$ cat src/hdl/vec3_axis_rotation_assert.svh
// ----------------------------------------------------------------------------
// vec3_axis_rotation assertion macros
// Concurrent assertion shorthands clocked on aclk.
// ----------------------------------------------------------------------------
`ifndef VEC3_AXIS_ROTATION_ASSERT_SVH
`define VEC3_AXIS_ROTATION_ASSERT_SVH
// same-cycle implication, masked while in reset
`define V3ROT_ASSERT_NOW(lbl, ante, cons, msg) \
    lbl: assert property (@(posedge aclk) disable iff (!aresetn) (ante) |-> (cons)) \
        else $error(msg);
// next-cycle implication, live during reset
`define V3ROT_ASSERT_NEXT(lbl, ante, cons, msg) \
    lbl: assert property (@(posedge aclk) (ante) |=> (cons)) \
        else $error(msg);
`endif

$ cat src/hdl/v3rot_pkg.sv
// ----------------------------------------------------------------------------
// v3rot_pkg
// Shared types, constants and the arctangent table for the vector rotator.
// ----------------------------------------------------------------------------
`timescale 1ns / 1ps

package v3rot_pkg;

    localparam int CORDIC_STEPS_DEF = 18;
    localparam int FRAC_BITS_DEF    = 16;

    localparam int COMP_W = 32;   // Q16.16 component
    localparam int TURN_W = 20;   // input angle
    localparam int IFRAC  = 30;   // internal angle / cos / sin fraction bits
    localparam int ANG_W  = 33;   // folded angle and CORDIC residual
    localparam int CS_W   = 33;   // CORDIC x / y, cos / sin
    localparam int TWO_PI_LOG2 = 32;  // 2^32 <= 2*pi in Q30 < 2^33

    localparam longint PI_Q      = 64'sd3373259426;
    localparam longint HALF_PI_Q = 64'sd1686629713;
    localparam longint TWO_PI_Q  = 64'sd6746518852;
    localparam longint GAIN_Q    = 64'sd652032874;

    typedef enum logic [1:0] {
        MODE_ROT_X = 2'd0,
        MODE_ROT_Y = 2'd1,
        MODE_ROT_Z = 2'd2,
        MODE_PASS  = 2'd3
    } mode_t;

    typedef struct packed {
        mode_t                    mode;
        logic signed [COMP_W-1:0] x;
        logic signed [COMP_W-1:0] y;
        logic signed [COMP_W-1:0] z;
    } vec_t;

    // number of conditional 2*pi subtractions needed for a given angle format
    function automatic int reduce_steps(input int frac_bits);
        int q;
        q = TURN_W - 1 + IFRAC - frac_bits - TWO_PI_LOG2;
        return (q > 1) ? q : 1;
    endfunction

    // atan(2^-i) in Q30
    function automatic logic signed [ANG_W-1:0] atan_q(input int i);
        logic signed [ANG_W-1:0] r;
        case (i)
            0:       r = ANG_W'(843314857);
            1:       r = ANG_W'(497837830);
            2:       r = ANG_W'(263043837);
            3:       r = ANG_W'(133525159);
            4:       r = ANG_W'(67021687);
            5:       r = ANG_W'(33543516);
            6:       r = ANG_W'(16775851);
            7:       r = ANG_W'(8388437);
            8:       r = ANG_W'(4194283);
            9:       r = ANG_W'(2097149);
            default: r = ANG_W'(1) << (IFRAC - i);
        endcase
        return r;
    endfunction

endpackage

$ cat src/hdl/v3rot_angle.sv
// ----------------------------------------------------------------------------
// v3rot_angle
// Angle reduction pipeline: modulo 2*pi, wrap into [-pi, pi], quadrant fold.
// ----------------------------------------------------------------------------
`timescale 1ns / 1ps

module v3rot_angle #(
    parameter int FRAC_BITS = v3rot_pkg::FRAC_BITS_DEF
) (
    input  logic                                  aclk,
    input  logic                                  aresetn,
    input  logic                                  in_valid,
    output logic                                  in_ready,
    input  v3rot_pkg::vec_t                       in_vec,
    input  logic signed [v3rot_pkg::TURN_W-1:0]   in_turn,
    output logic                                  out_valid,
    input  logic                                  out_ready,
    output v3rot_pkg::vec_t                       out_vec,
    output logic signed [v3rot_pkg::ANG_W-1:0]    out_ang,
    output logic                                  out_neg
);
    import v3rot_pkg::*;

    localparam int SHIFT  = IFRAC - FRAC_BITS;
    localparam int MAG_W0 = TURN_W + SHIFT;
    localparam int MAG_W  = (MAG_W0 > 34) ? MAG_W0 : 34;
    localparam int QB     = reduce_steps(FRAC_BITS);
    localparam int NS     = QB + 4;
    localparam int TP_W   = 33;
    localparam int RW     = 34;

    localparam logic signed [RW-1:0] PI_R      = RW'(PI_Q);
    localparam logic signed [RW-1:0] HALF_PI_R = RW'(HALF_PI_Q);
    localparam logic signed [RW-1:0] TWO_PI_R  = RW'(TWO_PI_Q);

    logic                     en;
    logic [NS-1:0]            v_reg;
    vec_t                     vec_reg [NS];
    logic [MAG_W-1:0]         mag_reg  [QB+1];
    logic [MAG_W-1:0]         mag_next [QB+1];
    logic                     sgn_reg  [QB+1];
    logic [TURN_W-1:0]        turn_abs;
    logic signed [RW-1:0]     a1_reg, a1_next;
    logic signed [RW-1:0]     a2_reg, a2_next;
    logic signed [ANG_W-1:0]  a3_reg, a3_next;
    logic                     neg_reg, neg_next;

    assign en       = !v_reg[NS-1] || out_ready;
    assign in_ready = en;

    assign turn_abs    = in_turn[TURN_W-1] ? TURN_W'(-in_turn) : TURN_W'(in_turn);
    assign mag_next[0] = MAG_W'({turn_abs, {SHIFT{1'b0}}});

    // restoring reduction, largest multiple of 2*pi first
    for (genvar j = 0; j < QB; j++) begin : g_mod
        localparam logic [MAG_W-1:0] STEP_C = MAG_W'(TWO_PI_Q) << (QB - 1 - j);
        assign mag_next[j+1] = (mag_reg[j] >= STEP_C) ? mag_reg[j] - STEP_C : mag_reg[j];
    end

    assign a1_next = sgn_reg[QB] ? -$signed({1'b0, mag_reg[QB][TP_W-1:0]})
                                 :  $signed({1'b0, mag_reg[QB][TP_W-1:0]});

    always_comb begin
        if (a1_reg > PI_R) begin
            a2_next = a1_reg - TWO_PI_R;
        end else if (a1_reg < -PI_R) begin
            a2_next = a1_reg + TWO_PI_R;
        end else begin
            a2_next = a1_reg;
        end
    end

    always_comb begin
        if (a2_reg > HALF_PI_R) begin
            a3_next  = ANG_W'(a2_reg - PI_R);
            neg_next = 1'b1;
        end else if (a2_reg < -HALF_PI_R) begin
            a3_next  = ANG_W'(a2_reg + PI_R);
            neg_next = 1'b1;
        end else begin
            a3_next  = ANG_W'(a2_reg);
            neg_next = 1'b0;
        end
    end

    always_ff @(posedge aclk) begin
        if (!aresetn) begin
            v_reg <= '0;
        end else if (en) begin
            v_reg <= {v_reg[NS-2:0], in_valid};
        end
    end

    always_ff @(posedge aclk) begin
        if (en) begin
            vec_reg[0] <= in_vec;
            for (int k = 1; k < NS; k++) begin
                vec_reg[k] <= vec_reg[k-1];
            end
            sgn_reg[0] <= in_turn[TURN_W-1];
            for (int j = 1; j <= QB; j++) begin
                sgn_reg[j] <= sgn_reg[j-1];
            end
            for (int j = 0; j <= QB; j++) begin
                mag_reg[j] <= mag_next[j];
            end
            a1_reg  <= a1_next;
            a2_reg  <= a2_next;
            a3_reg  <= a3_next;
            neg_reg <= neg_next;
        end
    end

    assign out_valid = v_reg[NS-1];
    assign out_vec   = vec_reg[NS-1];
    assign out_ang   = a3_reg;
    assign out_neg   = neg_reg;

endmodule

$ cat config.mk
export PLATFORM = sky130hd
export DESIGN_NAME = v3rot_angle
export DESIGN_NICKNAME = d
export VERILOG_FILES = /design/src/hdl/vec3_axis_rotation_assert.svh /design/src/hdl/v3rot_pkg.sv /design/src/hdl/v3rot_angle.sv
export SDC_FILE = /design/constraint.sdc
export NUM_CORES = 1
export LEC_CHECK = 0
export BUFFER_PORTS_ARGS = -buffer_cell sky130_fd_sc_hd__buf_2
export CAP_MARGIN = 15
export CORE_MARGIN = 5
export CORE_UTILIZATION = 39
export DETAILED_ROUTE_END_ITERATION = 16
export PLACE_DENSITY = 0.62
export SYNTH_ARGS = -nofsm -noshare
export SYNTH_HDL_FRONTEND = slang
export SYNTH_SLANG_ARGS = --single-unit
$ cat constraint.sdc
create_clock -name aclk -period 38.9 [get_ports aclk]
set_clock_uncertainty 0.2 [all_clocks]
set_input_delay 3.89 -clock aclk [delete_from_list [all_inputs] [get_ports aclk]]
set_output_delay 3.89 -clock aclk [all_outputs]
set_load 0.02 [all_outputs]
==> impl_metrics.toml <==
[status]
status = "complete, no violations"

[global_routing]
grt_use_met1_pct = 16.0
grt_pass1_vias = 11729
grt_antenna_before_repair = 7
grt_pass1_wl_um = 64300
busiest_layer = "met2"
grt_util_met2_pct = 18.3
grt_start_max_net_pins = 164
overflow = 0
grt_use_met3_pct = 4.78
grt_usage_pct = 12.2

[place]
gp_congestion = 0.854
numPortBuffers = 254
place_ws_ps = 30050
place_hpwl_um = 26700

[pwr]
p_per_area_mw_per_mm2 = 64.8
p_int_mw = 1.30
seqPwrFrac_pct = 51.4
p_sw_mw = 0.468
p_leak_nw = 10.1
peakVddDrop_mv = 0.0436
total_power_mw = 1.76
sw_frac_of_total_pct = 26.5
pwr-share-comb_pct = 13.9
p_clk_share_pct = 34.7

[floorplan]
die_w_um = 257
rows = 90
fp.dieH_um = 257
core-area_mm2 = 0.0604
start_util_pct = 39.3
die-area_mm2 = 0.0659
io_pins = 256

[critical_path]
start_kind = "input port"
worst_path_max_delay_cell = "nand2b_4"
path_common_cell = "buf_2"
max_stage_delay_ps = 470
required_ps = 34810
crit_chain = "buf_2 -> nand2b_4 -> buf_2"
crit_path_max_fanout = 37
cp.arrival_ps = 4750
path_class = "input port to output port"
crit_path_end_kind = "output port"

[timing]
drv_slew = 0
worstMarginPinSlew_ps = 1050
finalHoldViolCount = 0
clock.fmax_ghz = 0.113
rsz0062_at_grt = "false"
fin_setup_tns_ps = 0
layout_min_cycle_time_ps = 8840
worst_slack_ps = 30060
setup_violations = 0
fin_crit_sh_pct = 22.7
maxSlewHeadroom_pct = 29.2

[finish]
multi_input_area_mm2 = 0.00392
drive_above_1_share_pct = 23.3
num-nets-final = 1694
fillers = 5253
areaGrowthSynthToFinish_pct = 14.8
largest_register_ffs = 490
fin_util_pct = 45.1
seqCellArea_mm2 = 0.0187

[clocking]
clkSlewWorstSetupHoldPaths_ps = 60
cts_made_buffers = 69
post_cts_buffers = 0
clock_latency_ps = 590
htreeDepth = 3
cts_root_buf = "clkbuf_16"
cts_resized = 0
cts_tree = "done"
cts_hold_buffers = 0
clockBufferDepth = 3
cts.sinks = 626

[drt]
ant_nets = 0
drt_wl_total_um = 40900
vias = 11729
vias_per_cell = 4.90
drc_errors = 0
wire_per_inst_um = 17.1
firstDrtPassIters = 5
drtIter0Drc = 724

[yosys]
synth-edff-count = 621
ys_types = 80
synth_simple_gate_area_share_pct = 5.28
yosysWarnings = 0
ys_ff_latch = 626
synth-seq-area-share_pct = 79.0
synthCells = 1383
synth_compound_area_share_pct = 6.67
ys.flop_type = "edfxtp_1"
synth_fa_ha_area_share_pct = 0.633
synth_top_family_by_area = "compound AO/OA/AOI/OAI gates"
syn_nets = 1517
syn_area_mm2 = 0.0237
synth_mux_area_share_pct = 0.211
syn_avg_cell_area_um2 = 17.2
synth_xor_area_share_pct = 3.69
async_flop_share_pct = 0

[hold_path]
holdCritPathClass = "register to register"

[job]
drv_cap = 0
==> placed cells by master, fill, tap and decap left out, types with 12 or more instances in the layout <==
| cell | netlist | routed |
|---|---|---|
| a211oi_1 | 14 | 14 |
| a21oi_1 | 33 | 33 |
| a31oi_1 | 19 | 19 |
| buf_2 | 11 | 254 |
| clkbuf_16 | 0 | 70 |
| clkinv_1 | 0 | 13 |
| edfxtp_1 | 621 | 621 |
| ha_1 | 12 | 12 |
| inv_1 | 22 | 22 |
| nand2_1 | 67 | 67 |
| nand3_1 | 17 | 17 |
| nor2_1 | 41 | 41 |
| nor3_1 | 17 | 17 |
| nor4_1 | 14 | 14 |
| o21ai_0 | 35 | 35 |
| o31ai_1 | 15 | 15 |
| or3_1 | 15 | 15 |
| xnor2_1 | 84 | 84 |
| xor2_1 | 16 | 16 |
==> layer usage <==
layer,wire [um],part of all wire (%)
met5,46,0.11
met4,1360,3.3
met3,3540,8.7
met2,18500,45
met1,17400,43
==> critical path, delay by kind of cell <==
kind | cells | cell delay, ps
simple gates | 1 | 470
buf+inv | 2 | 340
==> power groups by stage <==
stage | logic (mW) | registers (mW) | clock network, mW
6_report | 0.246 | 0.907 | 0.611
5_1_grt | 0.270 | 0.919 | 0.661
4_1_cts | 0.248 | 0.906 | 0.636
3_5_place_dp | 0.247 | 0.920 | 0
3_3_place_gp | 0.245 | 0.916 | 0
2_1_floorplan | 0.194 | 0.905 | 0
==> logic make-up after synthesis <==
kind of cell | after synthesis
flip-flops | 626
AND/OR/NAND/NOR | 242
AO/OA/AOI/OAI | 220
buffers and inverters | 177
XOR/XNOR | 100
adder cells (fa/ha/maj) | 12
multiplexers | 5
other | 1
==> cells in the mapped netlist, drive strengths merged (5+ instances only) <==
| cell | n | area (um^2) |
|---|---|---|
| nand3 | 17 | 85.1 |
| o31ai | 15 | 113 |
| a21boi | 5 | 37.5 |
| o211ai | 7 | 52.6 |
| and3 | 11 | 68.8 |
| a21oi | 34 | 174 |
| nand4 | 8 | 50.1 |
| nor3 | 17 | 85.1 |
| dfxtp | 5 | 100 |
| or2 | 5 | 31.3 |
| nor2b | 5 | 31.3 |
| a2111oi | 6 | 78.8 |
| xnor2 | 84 | 736 |
| edfxtp | 621 | 18600 |
| a22oi | 11 | 82.6 |
| a31oi | 20 | 140 |
| o22ai | 10 | 68.8 |
| nor2 | 41 | 154 |
| nand2b | 12 | 75.1 |
| a21o | 5 | 37.5 |
| a211oi | 14 | 105 |
| nand2 | 68 | 258 |
| ha | 12 | 150 |
| a41oi | 5 | 43.8 |
| or3 | 15 | 93.8 |
| xor2 | 16 | 140 |
| clkbuf | 39 | 146 |
| buf | 116 | 840 |
| nor4 | 14 | 87.6 |
| mux2i | 5 | 50.1 |
| o21ai | 39 | 195 |
| inv | 22 | 82.6 |
| nand3b | 5 | 37.5 |
| or4 | 6 | 45.0 |
| and4 | 6 | 52.6 |
==> metrics by stage <==
stage / cells / area (um^2) / hold slack (ps)
6_report: 2392 / 27200 / 211
5_1_grt: 2392 / 27200 / 217
4_1_cts: 2391 / 27200 / 213
3_5_place_dp: 2271 / 25100 / 205
3_3_place_gp: 2271 / 25100 / 200
2_1_floorplan: 1383 / 23700 / 200
==> final cells by class <==
class | instances | area share (%)
antenna | 1 | 0.00919
clock inverter | 38 | 1.27
tap | 782 | 3.59
timing repair buffer | 261 | 4.95
multi-input combinational | 580 | 14.4
sequential | 626 | 68.8
inverter | 22 | 0.303
clock buffer | 82 | 6.63
==> final timing paths <==
check	from	end	slack, ps	depth (start not counted)
min	vec_reg[0][174]$_DFFE_PP_	vec_reg[0][272]$_DFFE_PP_	210	0
max	out_ready	in_ready	30060	3
max reg2reg	v_reg[4]$_SDFFE_PN0P_	vec_reg[0][418]$_DFFE_PP_	34920	4
min reg2reg	vec_reg[0][174]$_DFFE_PP_	vec_reg[0][272]$_DFFE_PP_	210	0
No activity file was read; power rests on OpenSTA's default activity.
